$ cat config.mk
export PLATFORM = sky130hd
export DESIGN_NAME = periodic_task_tick_scheduler
export DESIGN_NICKNAME = d
export VERILOG_FILES = /design/src/rtl/ptts_pkg.sv /design/src/rtl/ptts_ram.sv /design/src/rtl/ptts_ctrl.sv /design/src/rtl/ptts_dp.sv /design/src/rtl/periodic_task_tick_scheduler.sv
export SDC_FILE = /design/constraint.sdc
export NUM_CORES = 1
export LEC_CHECK = 0
export BUFFER_PORTS_ARGS = -buffer_cell sky130_fd_sc_hd__clkbuf_2
export CAP_MARGIN = 30
export CORE_UTILIZATION = 62
export CTS_CLUSTER_DIAMETER = 30
export DETAILED_ROUTE_END_ITERATION = 8
export PLACE_DENSITY_LB_ADDON = 0.25
export SLEW_MARGIN = 15
export SYNTH_ARGS = -nofsm -noshare
export SYNTH_HDL_FRONTEND = slang
export SYNTH_SLANG_ARGS = --single-unit
$ cat constraint.sdc
create_clock -name clock -period 5.68 [get_ports clock]
set_clock_uncertainty 0.1 [all_clocks]
set_input_delay 0.568 -clock clock [delete_from_list [all_inputs] [get_ports clock]]
set_output_delay 0.568 -clock clock [all_outputs]
set_load 0.02 [all_outputs]
$ cat src/rtl/ptts_pkg.sv
// ----------------------------------------------------------------------------
// ptts_pkg
// Shared types and codes for the periodic task tick scheduler.
// ----------------------------------------------------------------------------
package ptts_pkg;

   localparam int MAX_DISPATCH = 8;
   localparam int N_W          = 4;

   localparam logic [1:0] KIND_TICK     = 2'd0;
   localparam logic [1:0] KIND_CREATE   = 2'd1;
   localparam logic [1:0] KIND_DISPATCH = 2'd2;

   localparam logic [1:0] STATUS_OK         = 2'd0;
   localparam logic [1:0] STATUS_NULL       = 2'd1;
   localparam logic [1:0] STATUS_PERIOD_BIG = 2'd2;
   localparam logic [1:0] STATUS_FULL       = 2'd3;

   localparam logic [1:0] TASK_BLOCKED   = 2'd0;
   localparam logic [1:0] TASK_READY     = 2'd1;
   localparam logic [1:0] TASK_SUSPENDED = 2'd2;

   localparam logic [1:0] CSR_TICK_DIVIDE   = 2'd0;
   localparam logic [1:0] CSR_MS_DIVIDE     = 2'd1;
   localparam logic [1:0] CSR_MAX_PERIOD    = 2'd2;
   localparam logic [1:0] CSR_COUNTER_START = 2'd3;

   localparam logic [15:0] TICK_DIVIDE_RST   = 16'd10;
   localparam logic [15:0] MS_DIVIDE_RST     = 16'd1000;
   localparam logic [7:0]  MAX_PERIOD_RST    = 8'd255;
   localparam logic [7:0]  COUNTER_START_RST = 8'd0;

   typedef struct packed {
      logic [7:0] handle;
      logic [7:0] period;
      logic [1:0] state;
      logic [7:0] counter;
   } slot_type;

   typedef enum logic [2:0] {
      ST_IDLE,
      ST_TICK_MS,
      ST_UPD_RD,
      ST_UPD_WR,
      ST_RESULT,
      ST_DSP_RD,
      ST_DSP_EVAL,
      ST_DSP_FLUSH
   } state_type;

   typedef struct packed {
      logic accept;
      logic tick_sub;
      logic tick_ms;
      logic create;
      logic walk_start;
      logic ram_rd;
      logic upd_wr;
      logic dsp_take;
      logic push_pend;
      logic idx_inc;
      logic out_single;
      logic out_flush;
   } dp_cmd_type;

   typedef struct packed {
      logic sec_fire;
      logic tbl_empty;
      logic idx_last;
      logic cap_hit;
      logic slot_ready;
      logic pend_valid;
      logic out_free;
   } dp_status_type;

endpackage

$ cat src/rtl/ptts_ram.sv
// ----------------------------------------------------------------------------
// ptts_ram
// Generic single-write, single-read RAM with registered read data.
// ----------------------------------------------------------------------------
module ptts_ram #(
   parameter int WIDTH = 26,
   parameter int DEPTH = 8,
   parameter int AW    = (DEPTH > 1) ? $clog2(DEPTH) : 1
) (
   input  logic             clock,
   input  logic             wr_en,
   input  logic [AW-1:0]    wr_addr,
   input  logic [WIDTH-1:0] wr_data,
   input  logic             rd_en,
   input  logic [AW-1:0]    rd_addr,
   output logic [WIDTH-1:0] rd_data
);

   logic [WIDTH-1:0] mem_ff [DEPTH];
   logic [WIDTH-1:0] rd_data_ff;

   always_ff @(posedge clock) begin
      if (wr_en) begin
         mem_ff[wr_addr] <= wr_data;
      end
      if (rd_en) begin
         rd_data_ff <= mem_ff[rd_addr];
      end
   end

   assign rd_data = rd_data_ff;

endmodule

$ cat src/rtl/ptts_ctrl.sv
// ----------------------------------------------------------------------------
// ptts_ctrl
// Sequencer: item acceptance, per-second slot walk, dispatch walk, results.
// ----------------------------------------------------------------------------
module ptts_ctrl
   import ptts_pkg::*;
(
   input  logic          clock,
   input  logic          reset,
   input  logic          req_valid,
   input  logic [1:0]    req_kind,
   output logic          req_stall,
   input  dp_status_type sts,
   output dp_cmd_type    cmd
);

   state_type state_ff;
   state_type state_in;

   always_ff @(posedge clock) begin
      if (reset) begin
         state_ff <= ST_IDLE;
      end else begin
         state_ff <= state_in;
      end
   end

   always_comb begin
      state_in  = state_ff;
      cmd       = '0;
      req_stall = (state_ff != ST_IDLE);
      case (state_ff)
         ST_IDLE: begin
            if (req_valid) begin
               cmd.accept = 1'b1;
               case (req_kind)
                  KIND_TICK: begin
                     cmd.tick_sub = 1'b1;
                     state_in     = ST_TICK_MS;
                  end
                  KIND_CREATE: begin
                     cmd.create = 1'b1;
                     state_in   = ST_RESULT;
                  end
                  KIND_DISPATCH: begin
                     cmd.walk_start = 1'b1;
                     state_in       = sts.tbl_empty ? ST_DSP_FLUSH : ST_DSP_RD;
                  end
                  default: begin
                     state_in = ST_RESULT;
                  end
               endcase
            end
         end
         ST_TICK_MS: begin
            cmd.tick_ms = 1'b1;
            if (sts.sec_fire && !sts.tbl_empty) begin
               cmd.walk_start = 1'b1;
               state_in       = ST_UPD_RD;
            end else begin
               state_in = ST_RESULT;
            end
         end
         ST_UPD_RD: begin
            cmd.ram_rd = 1'b1;
            state_in   = ST_UPD_WR;
         end
         ST_UPD_WR: begin
            cmd.upd_wr = 1'b1;
            if (sts.idx_last) begin
               state_in = ST_RESULT;
            end else begin
               cmd.idx_inc = 1'b1;
               state_in    = ST_UPD_RD;
            end
         end
         ST_RESULT: begin
            if (sts.out_free) begin
               cmd.out_single = 1'b1;
               state_in       = ST_IDLE;
            end
         end
         ST_DSP_RD: begin
            cmd.ram_rd = 1'b1;
            state_in   = ST_DSP_EVAL;
         end
         ST_DSP_EVAL: begin
            if (!(sts.slot_ready && sts.pend_valid && !sts.out_free)) begin
               if (sts.slot_ready) begin
                  cmd.dsp_take  = 1'b1;
                  cmd.push_pend = sts.pend_valid;
               end
               if (sts.idx_last || (sts.slot_ready && sts.cap_hit)) begin
                  state_in = ST_DSP_FLUSH;
               end else begin
                  cmd.idx_inc = 1'b1;
                  state_in    = ST_DSP_RD;
               end
            end
         end
         ST_DSP_FLUSH: begin
            if (sts.out_free) begin
               cmd.out_flush = 1'b1;
               state_in      = ST_IDLE;
            end
         end
         default: begin
            state_in = ST_IDLE;
         end
      endcase
   end

endmodule

$ cat src/rtl/ptts_dp.sv
// ----------------------------------------------------------------------------
// ptts_dp
// Datapath: config registers, prescaler, task table, walk index, result regs.
// ----------------------------------------------------------------------------
module ptts_dp
   import ptts_pkg::*;
#(
   parameter int NUM_TASKS = 8
) (
   input  logic          clock,
   input  logic          reset,
   input  dp_cmd_type    cmd,
   output dp_status_type sts,
   input  logic [7:0]    req_task_handle,
   input  logic [7:0]    req_period,
   input  logic [1:0]    req_start_state,
   input  logic          csr_valid,
   output logic          csr_ready,
   input  logic [1:0]    csr_index,
   input  logic [15:0]   csr_wdata,
   output logic          rsp_valid,
   input  logic          rsp_stall,
   output logic [1:0]    rsp_status,
   output logic          rsp_dispatched,
   output logic [7:0]    rsp_run_handle,
   output logic [2:0]    rsp_run_slot,
   output logic          rsp_second_elapsed,
   output logic          rsp_last
);

   localparam int SLOT_W = (NUM_TASKS > 1) ? $clog2(NUM_TASKS) : 1;
   localparam int CNT_W  = $clog2(NUM_TASKS + 1);
   localparam int WORD_W = $bits(slot_type);

   logic [15:0] tick_divide_ff, tick_divide_in;
   logic [15:0] ms_divide_ff, ms_divide_in;
   logic [7:0]  max_period_ff, max_period_in;
   logic [7:0]  counter_start_ff, counter_start_in;
   logic [15:0] sub_ms_ff, sub_ms_in;
   logic [15:0] ms_ff, ms_in;
   logic        ms_step_ff, ms_step_in;
   logic [CNT_W-1:0]  created_ff, created_in;
   logic [SLOT_W-1:0] idx_ff, idx_in;
   logic [N_W-1:0]    n_ff, n_in;
   logic        pend_valid_ff, pend_valid_in;
   logic [7:0]  pend_handle_ff, pend_handle_in;
   logic [2:0]  pend_slot_ff, pend_slot_in;
   logic [1:0]  res_status_ff, res_status_in;
   logic        res_sec_ff, res_sec_in;
   logic        out_valid_ff, out_valid_in;
   logic [1:0]  out_status_ff, out_status_in;
   logic        out_disp_ff, out_disp_in;
   logic [7:0]  out_handle_ff, out_handle_in;
   logic [2:0]  out_slot_ff, out_slot_in;
   logic        out_sec_ff, out_sec_in;
   logic        out_last_ff, out_last_in;

   logic [15:0] sub_sum;
   logic [15:0] ms_sum;
   logic        sub_wrap;
   logic        sec_fire;
   logic [1:0]  create_status;
   logic        out_free;

   logic              ram_wr_en;
   logic [SLOT_W-1:0] ram_wr_addr;
   slot_type          ram_wr_word;
   logic [WORD_W-1:0] ram_rd_data;
   slot_type          rd_word;
   slot_type          upd_word;
   slot_type          new_word;

   ptts_ram #(
      .WIDTH (WORD_W),
      .DEPTH (NUM_TASKS),
      .AW    (SLOT_W)
   ) u_ram (
      .clock   (clock),
      .wr_en   (ram_wr_en),
      .wr_addr (ram_wr_addr),
      .wr_data (ram_wr_word),
      .rd_en   (cmd.ram_rd),
      .rd_addr (idx_ff),
      .rd_data (ram_rd_data)
   );

   assign rd_word  = slot_type'(ram_rd_data);
   assign out_free = !out_valid_ff || !rsp_stall;
   assign sub_sum  = sub_ms_ff + 16'd1;
   assign sub_wrap = (sub_sum >= tick_divide_ff);
   assign ms_sum   = ms_ff + {15'd0, ms_step_ff};
   assign sec_fire = (ms_sum >= ms_divide_ff);

   always_comb begin
      if (req_task_handle == 8'd0) begin
         create_status = STATUS_NULL;
      end else if (req_period > max_period_ff) begin
         create_status = STATUS_PERIOD_BIG;
      end else if (created_ff >= CNT_W'(NUM_TASKS)) begin
         create_status = STATUS_FULL;
      end else begin
         create_status = STATUS_OK;
      end
   end

   always_comb begin
      new_word.handle  = req_task_handle;
      new_word.period  = req_period;
      new_word.state   = req_start_state;
      new_word.counter = counter_start_ff;

      upd_word = rd_word;
      if (rd_word.state != TASK_SUSPENDED) begin
         if (rd_word.counter >= rd_word.period) begin
            upd_word.state   = TASK_READY;
            upd_word.counter = counter_start_ff;
         end else begin
            upd_word.counter = rd_word.counter + 8'd1;
         end
      end

      ram_wr_en   = 1'b0;
      ram_wr_addr = idx_ff;
      ram_wr_word = upd_word;
      if (cmd.create) begin
         ram_wr_en   = (create_status == STATUS_OK);
         ram_wr_addr = created_ff[SLOT_W-1:0];
         ram_wr_word = new_word;
      end else if (cmd.upd_wr) begin
         ram_wr_en = 1'b1;
      end else if (cmd.dsp_take) begin
         ram_wr_en         = 1'b1;
         ram_wr_word       = rd_word;
         ram_wr_word.state = TASK_BLOCKED;
      end
   end

   always_comb begin
      sts.sec_fire   = sec_fire;
      sts.tbl_empty  = (created_ff == '0);
      sts.idx_last   = ((CNT_W'(idx_ff) + CNT_W'(1)) == created_ff);
      sts.cap_hit    = (n_ff == N_W'(MAX_DISPATCH - 1));
      sts.slot_ready = (rd_word.state == TASK_READY);
      sts.pend_valid = pend_valid_ff;
      sts.out_free   = out_free;
   end

   assign csr_ready = 1'b1;

   always_comb begin
      tick_divide_in   = tick_divide_ff;
      ms_divide_in     = ms_divide_ff;
      max_period_in    = max_period_ff;
      counter_start_in = counter_start_ff;
      if (csr_valid) begin
         case (csr_index)
            CSR_TICK_DIVIDE:   tick_divide_in   = csr_wdata;
            CSR_MS_DIVIDE:     ms_divide_in     = csr_wdata;
            CSR_MAX_PERIOD:    max_period_in    = csr_wdata[7:0];
            CSR_COUNTER_START: counter_start_in = csr_wdata[7:0];
            default: begin
            end
         endcase
      end
   end

   always_comb begin
      sub_ms_in      = sub_ms_ff;
      ms_in          = ms_ff;
      ms_step_in     = ms_step_ff;
      created_in     = created_ff;
      idx_in         = idx_ff;
      n_in           = n_ff;
      pend_valid_in  = pend_valid_ff;
      pend_handle_in = pend_handle_ff;
      pend_slot_in   = pend_slot_ff;
      res_status_in  = res_status_ff;
      res_sec_in     = res_sec_ff;

      if (cmd.accept) begin
         res_status_in = cmd.create ? create_status : STATUS_OK;
         res_sec_in    = 1'b0;
      end
      if (cmd.tick_sub) begin
         sub_ms_in  = sub_wrap ? 16'd0 : sub_sum;
         ms_step_in = sub_wrap;
      end
      if (cmd.tick_ms) begin
         ms_in      = sec_fire ? 16'd0 : ms_sum;
         res_sec_in = sec_fire;
      end
      if (cmd.create && (create_status == STATUS_OK)) begin
         created_in = created_ff + CNT_W'(1);
      end
      if (cmd.walk_start) begin
         idx_in        = '0;
         n_in          = '0;
         pend_valid_in = 1'b0;
      end
      if (cmd.idx_inc) begin
         idx_in = idx_ff + SLOT_W'(1);
      end
      if (cmd.dsp_take) begin
         pend_valid_in  = 1'b1;
         pend_handle_in = rd_word.handle;
         pend_slot_in   = 3'(idx_ff);
         n_in           = n_ff + N_W'(1);
      end
   end

   always_comb begin
      out_valid_in  = out_valid_ff && rsp_stall;
      out_status_in = out_status_ff;
      out_disp_in   = out_disp_ff;
      out_handle_in = out_handle_ff;
      out_slot_in   = out_slot_ff;
      out_sec_in    = out_sec_ff;
      out_last_in   = out_last_ff;
      if (cmd.out_single) begin
         out_valid_in  = 1'b1;
         out_status_in = res_status_ff;
         out_disp_in   = 1'b0;
         out_handle_in = 8'd0;
         out_slot_in   = 3'd0;
         out_sec_in    = res_sec_ff;
         out_last_in   = 1'b1;
      end else if (cmd.push_pend || cmd.out_flush) begin
         out_valid_in  = 1'b1;
         out_status_in = STATUS_OK;
         out_disp_in   = pend_valid_ff;
         out_handle_in = pend_valid_ff ? pend_handle_ff : 8'd0;
         out_slot_in   = pend_valid_ff ? pend_slot_ff : 3'd0;
         out_sec_in    = 1'b0;
         out_last_in   = cmd.out_flush;
      end
   end

   always_ff @(posedge clock) begin
      if (reset) begin
         tick_divide_ff   <= TICK_DIVIDE_RST;
         ms_divide_ff     <= MS_DIVIDE_RST;
         max_period_ff    <= MAX_PERIOD_RST;
         counter_start_ff <= COUNTER_START_RST;
         sub_ms_ff        <= '0;
         ms_ff            <= '0;
         created_ff       <= '0;
         pend_valid_ff    <= 1'b0;
         out_valid_ff     <= 1'b0;
      end else begin
         tick_divide_ff   <= tick_divide_in;
         ms_divide_ff     <= ms_divide_in;
         max_period_ff    <= max_period_in;
         counter_start_ff <= counter_start_in;
         sub_ms_ff        <= sub_ms_in;
         ms_ff            <= ms_in;
         created_ff       <= created_in;
         pend_valid_ff    <= pend_valid_in;
         out_valid_ff     <= out_valid_in;
      end
   end

   always_ff @(posedge clock) begin
      ms_step_ff     <= ms_step_in;
      idx_ff         <= idx_in;
      n_ff           <= n_in;
      pend_handle_ff <= pend_handle_in;
      pend_slot_ff   <= pend_slot_in;
      res_status_ff  <= res_status_in;
      res_sec_ff     <= res_sec_in;
      out_status_ff  <= out_status_in;
      out_disp_ff    <= out_disp_in;
      out_handle_ff  <= out_handle_in;
      out_slot_ff    <= out_slot_in;
      out_sec_ff     <= out_sec_in;
      out_last_ff    <= out_last_in;
   end

   assign rsp_valid          = out_valid_ff;
   assign rsp_status         = out_status_ff;
   assign rsp_dispatched     = out_disp_ff;
   assign rsp_run_handle     = out_handle_ff;
   assign rsp_run_slot       = out_slot_ff;
   assign rsp_second_elapsed = out_sec_ff;
   assign rsp_last           = out_last_ff;

endmodule

$ cat src/rtl/periodic_task_tick_scheduler.sv
// ----------------------------------------------------------------------------
// periodic_task_tick_scheduler
// Create and unused kinds go straight to the result state; a tick steps the
// prescaler and, on a second, walks each created task (one read, one write).
// Dispatch reads and evaluates each slot walked; one item in flight at a time.
// Reset: synchronous, active high; config returns to defaults, table emptied.
// ----------------------------------------------------------------------------
module periodic_task_tick_scheduler
   import ptts_pkg::*;
#(
   parameter int NUM_TASKS = 8
) (
   input  logic        clock,
   input  logic        reset,
   input  logic        req_valid,
   output logic        req_stall,
   input  logic [1:0]  req_kind,
   input  logic [7:0]  req_task_handle,
   input  logic [7:0]  req_period,
   input  logic [1:0]  req_start_state,
   output logic        rsp_valid,
   input  logic        rsp_stall,
   output logic [1:0]  rsp_status,
   output logic        rsp_dispatched,
   output logic [7:0]  rsp_run_handle,
   output logic [2:0]  rsp_run_slot,
   output logic        rsp_second_elapsed,
   output logic        rsp_last,
   input  logic        csr_valid,
   output logic        csr_ready,
   input  logic [1:0]  csr_index,
   input  logic [15:0] csr_wdata
);

   dp_cmd_type    cmd;
   dp_status_type sts;

   ptts_ctrl u_ctrl (
      .clock     (clock),
      .reset     (reset),
      .req_valid (req_valid),
      .req_kind  (req_kind),
      .req_stall (req_stall),
      .sts       (sts),
      .cmd       (cmd)
   );

   ptts_dp #(
      .NUM_TASKS (NUM_TASKS)
   ) u_dp (
      .clock              (clock),
      .reset              (reset),
      .cmd                (cmd),
      .sts                (sts),
      .req_task_handle    (req_task_handle),
      .req_period         (req_period),
      .req_start_state    (req_start_state),
      .csr_valid          (csr_valid),
      .csr_ready          (csr_ready),
      .csr_index          (csr_index),
      .csr_wdata          (csr_wdata),
      .rsp_valid          (rsp_valid),
      .rsp_stall          (rsp_stall),
      .rsp_status         (rsp_status),
      .rsp_dispatched     (rsp_dispatched),
      .rsp_run_handle     (rsp_run_handle),
      .rsp_run_slot       (rsp_run_slot),
      .rsp_second_elapsed (rsp_second_elapsed),
      .rsp_last           (rsp_last)
   );

endmodule

==> results by group <==
Setup path
  – Crit path top cell by count: ha_1
  – Slowest stage delay, CP: 0.69 ns
  – Reg2reg setup slack: 1.49 ns
  – Reg2Reg Depth: 12
  – Crit start category: flop
  – Worst r2r dst: u_dp.sub_ms_ff[9]
  – Kind of critical path: flop to flop
  – Cell Chain, Critical Path: ha_1 > and3_1 > nand3_1 > nor2_1 > xnor2_1 > ha_1 > a21o_1 > a221oi_1 > a21boi_0 > a311o_1 > or3b_1 > o211ai_1
  – Worst path slowest cell: a311o_1
  – Worst Setup End Kind: flop
  – CP required: 6.07 ns
  – Worst Path Max Fanout: 21
  – Bufs and invs on worst path: 0
  – Data arrival, critical path: 4.58 ns
  – FF-to-FF Start: u_dp.sub_ms_ff[0]
  – CP top delay family: compound AO/OA/AOI/OAI gates

Finish
  – Fillcell total: 1,638
  – Share of cells above drive strength 1: 18.7%
  – Util after Layout: 74.7%
  – Final net count: 1,506
  – Area grow syn2layout: 17.3%
  – # diodes: 0

Global routing
  – Initial antenna violation count: 0
  – GRT Total Usage: 28.9%
  – Vias in the first global route: 10,900
  – Total congestion overflow: 0
  – Largest net degree at the start of global routing: 77
  – First-pass GRT wire length: 58.1 mm

Logic synthesis
  – Commonest cells in the netlist: 259 x edfxtp_1, 245 x nand2_1, 102 x dfxtp_1
  – Count leader, synth: edfxtp_1
  – Synth Flop Type: edfxtp_1
  – Seq cells post-synth: 361
  – Unique masters post-synth: 71
  – Synth warn: 0
  – Post-synth EDFFs: 259
  – Cells after Synth: 1,325
  – Post-synthesis sequential area ratio: 60.7%
  – Synth area leaders: edfxtp_1 48%, dfxtp_1 13%, mux4_2 7.2%
  – Synth area leader: edfxtp_1
  – Asr flop ratio synth: 0%
  – Post-Syn Area per Cell: 12.2 um2
  – Synthesized Nets: 1,424
  – Synth top area share: 48.1%
  – Cell area after synthesis: 0.0162 mm2

Routing
  – Detailed Route WL: 37.2 mm
  – DR vias: 11,000
  – Drt drc: 0
  – 1st-iter DRT viols: 1,039
  – DR pass1 iterations: 5
  – Vias/cell: 6.17
  – DRT antenna net count: 0
  – Wire per inst: 20.8 um

Worst hold path
  – Hold depth: 3
  – End of the worst hold path: u_dp.ms_divide_ff[14]
  – HP Start: csr_wdata[14]
  – HP Class: primary input to flop

Power and ir drop
  – NetSw: 2390 uW
  – Flop pwr share: 40.1%
  – Logic pwr share: 15.5%
  – Clock power share: 44.3%
  – Pint: 6050 uW
  – Sw Ratio: 28.3%
  – Pwr Density: 444 mW/mm2
  – Pleak: 0.00721 uW
  – Peak VDD IR: 0.000331 V

Placed design
  – IO Port Bufs: 60
  – Dpl hpwl: 22.6 mm
  – GP Congestion: 0.849
  – Post-place setup slack: 1.54 ns

Clocking
  – Clock Pin Slew Worst Setup and Hold Paths: 0.05 ns
  – CTS tree: done
  – Clk_lat worst skew: 0.57 ns
  – Post-CTS Hold Buffers: 0
  – Root Driver: clkbuf_16
  – Post-CTS Setup Bufs: 0
  – CTS buffer count: 60
  – CTS sink cnt: 361
  – Post-cts resize count: 0
  – CTS Buffer Depth: 3
  – H-tree depth: 2

Floorplan
  – Starting Density: 63.7%
  – Core Area: 0.0254 mm2
  – Die ar.: 0.0267 mm2
  – Die width: 164 um
  – Std cell rows: 58
  – IO Pins: 62
  – Die H: 164 um

STA
  – Final Hold Viols: 0
  – Fmax achieved: 0.238 GHz
  – RSZ-0062 raised after global routing: no
  – Relative slew slack: 31.2%
  – Final Worst Setup Slack: 1.49 ns
  – Total negative slack: 0 ns
  – Setup-failing EPs final: 0
  – Final min period: 4.19 ns
  – Hold WS: 0.140 ns
  – Crit share post-route: 73.8%
  – Slew @ Worst Pin: 1.03 ns
  – Max Slew Vio Count: 0

Run
  – Max-cap violations: 0

Status
  – Status: completed
kinds of logic after synthesis:
logic type               Yosys count  share of synthesized area (%)
AO/OA/AOI/OAI                    188                           7.66
XOR/XNOR                          33                           1.88
adder cells (fa/ha/maj)           56                           4.33
buffers and inverters            131                           3.29
flip-flops                       361                           60.7
multiplexers                      62                           7.86
other                              1                         0.0232
AND/OR/NAND/NOR                  493                           14.3
registers in the layout, indices dropped and copies added, names as in the netlist, 4 cells and up:
name and count:
u_dp.counter_start_ff 8, u_dp.created_ff 4, u_dp.ms_ff 16, u_dp.rsp_run_handle 8
u_dp.u_ram.mem_ff 208, u_dp.ms_divide_ff 16, u_dp.max_period_ff 8, u_dp.n_ff 4
u_dp.sub_ms_ff 16, u_dp.pend_handle_ff 8, u_dp.tick_divide_ff 16, u_dp.u_ram.rd_data 26
how the worst max path moves through the flow:
stage | start | endpoint | slack (ns) | depth (start not counted)
floorplan | req_period[1] | u_dp.u_ram.mem_ff[0][0] | 1.51 | 7
finish | u_dp.sub_ms_ff[0] | u_dp.sub_ms_ff[9] | 1.49 | 12
global placement | u_dp.sub_ms_ff[0] | u_dp.sub_ms_ff[15] | 1.69 | 12
global route | u_dp.sub_ms_ff[0] | u_dp.sub_ms_ff[13] | 1.12 | 12
CTS | u_dp.sub_ms_ff[0] | u_dp.sub_ms_ff[9] | 1.50 | 12
detailed placement | u_dp.sub_ms_ff[0] | u_dp.sub_ms_ff[9] | 1.54 | 12
routing by layer:
metal	track usage (%)	routed length, um	up-vias
li1	-	-	5069
met1	36.4	14700	5402
met2	49.2	18400	467
met3	4.90	2730	96
met4	12.7	1360	0
met5	0	0	-
layout by cell type, fill, tap and decap left out, drive strengths merged, types with 7 or more instances in the layout:
master	Yosys	final
ha	56	56
mux4	52	52
clkinv	0	10
nor3b	7	7
clkinvlp	0	9
o211ai	13	13
nand4	13	13
xor2	15	15
inv	68	88
nand2	245	245
a31oi	18	18
a21oi	60	60
or3	8	8
a22o	13	13
a21o	7	7
nor4	8	8
xnor2	17	17
edfxtp	259	259
clkbuf	36	126
nor3	26	26
nand2b	8	8
buf	27	23
a211o	10	10
nand3	55	55
bufinv	0	8
and3	16	16
mux2i	9	9
nand3b	16	16
o21ai	34	34
dfxtp	102	102
nor2	64	64
worst register-to-register path: cells and delay by family (launching register included):
family                   cells  cell delay, ns
AO/OA/AOI/OAI                5            1.60
XOR/XNOR                     1            0.17
AND/OR/NAND/NOR              4            1.32
adder cells (fa/ha/maj)      2            0.52
flip-flops                   1            0.41
through the flow:
| stage | cell area (um2) | power, uW | std cells |
|---|---|---|---|
| floorplan | 16200 | 4300 | 1325 |
| global placement | 16800 | 4650 | 1670 |
| detailed placement | 16800 | 4700 | 1672 |
| CTS | 19000 | 8460 | 1785 |
| global route | 19000 | 8730 | 1788 |
| finish | 19000 | 8430 | 1788 |
layout make-up:
class	instances	area (um2)	share of cell area, %
clock buffer	66	1530	8.08
clock inverter	47	586	3.09
inverter	68	255	1.34
multi-input combinational	833	5880	31.0
sequential	361	9820	51.7
tap	330	413	2.18
timing repair buffer	83	489	2.58
power by group through the flow:
stage               clock network, uW  registers (uW)  logic, uW
floorplan                           0            3380        914
global placement                    0            3420       1230
detailed placement                  0            3430       1270
CTS                              3780            3380       1300
global route                     3900            3400       1430
finish                           3740            3380       1310
Note: power is estimated with default switching activity, not from simulation.
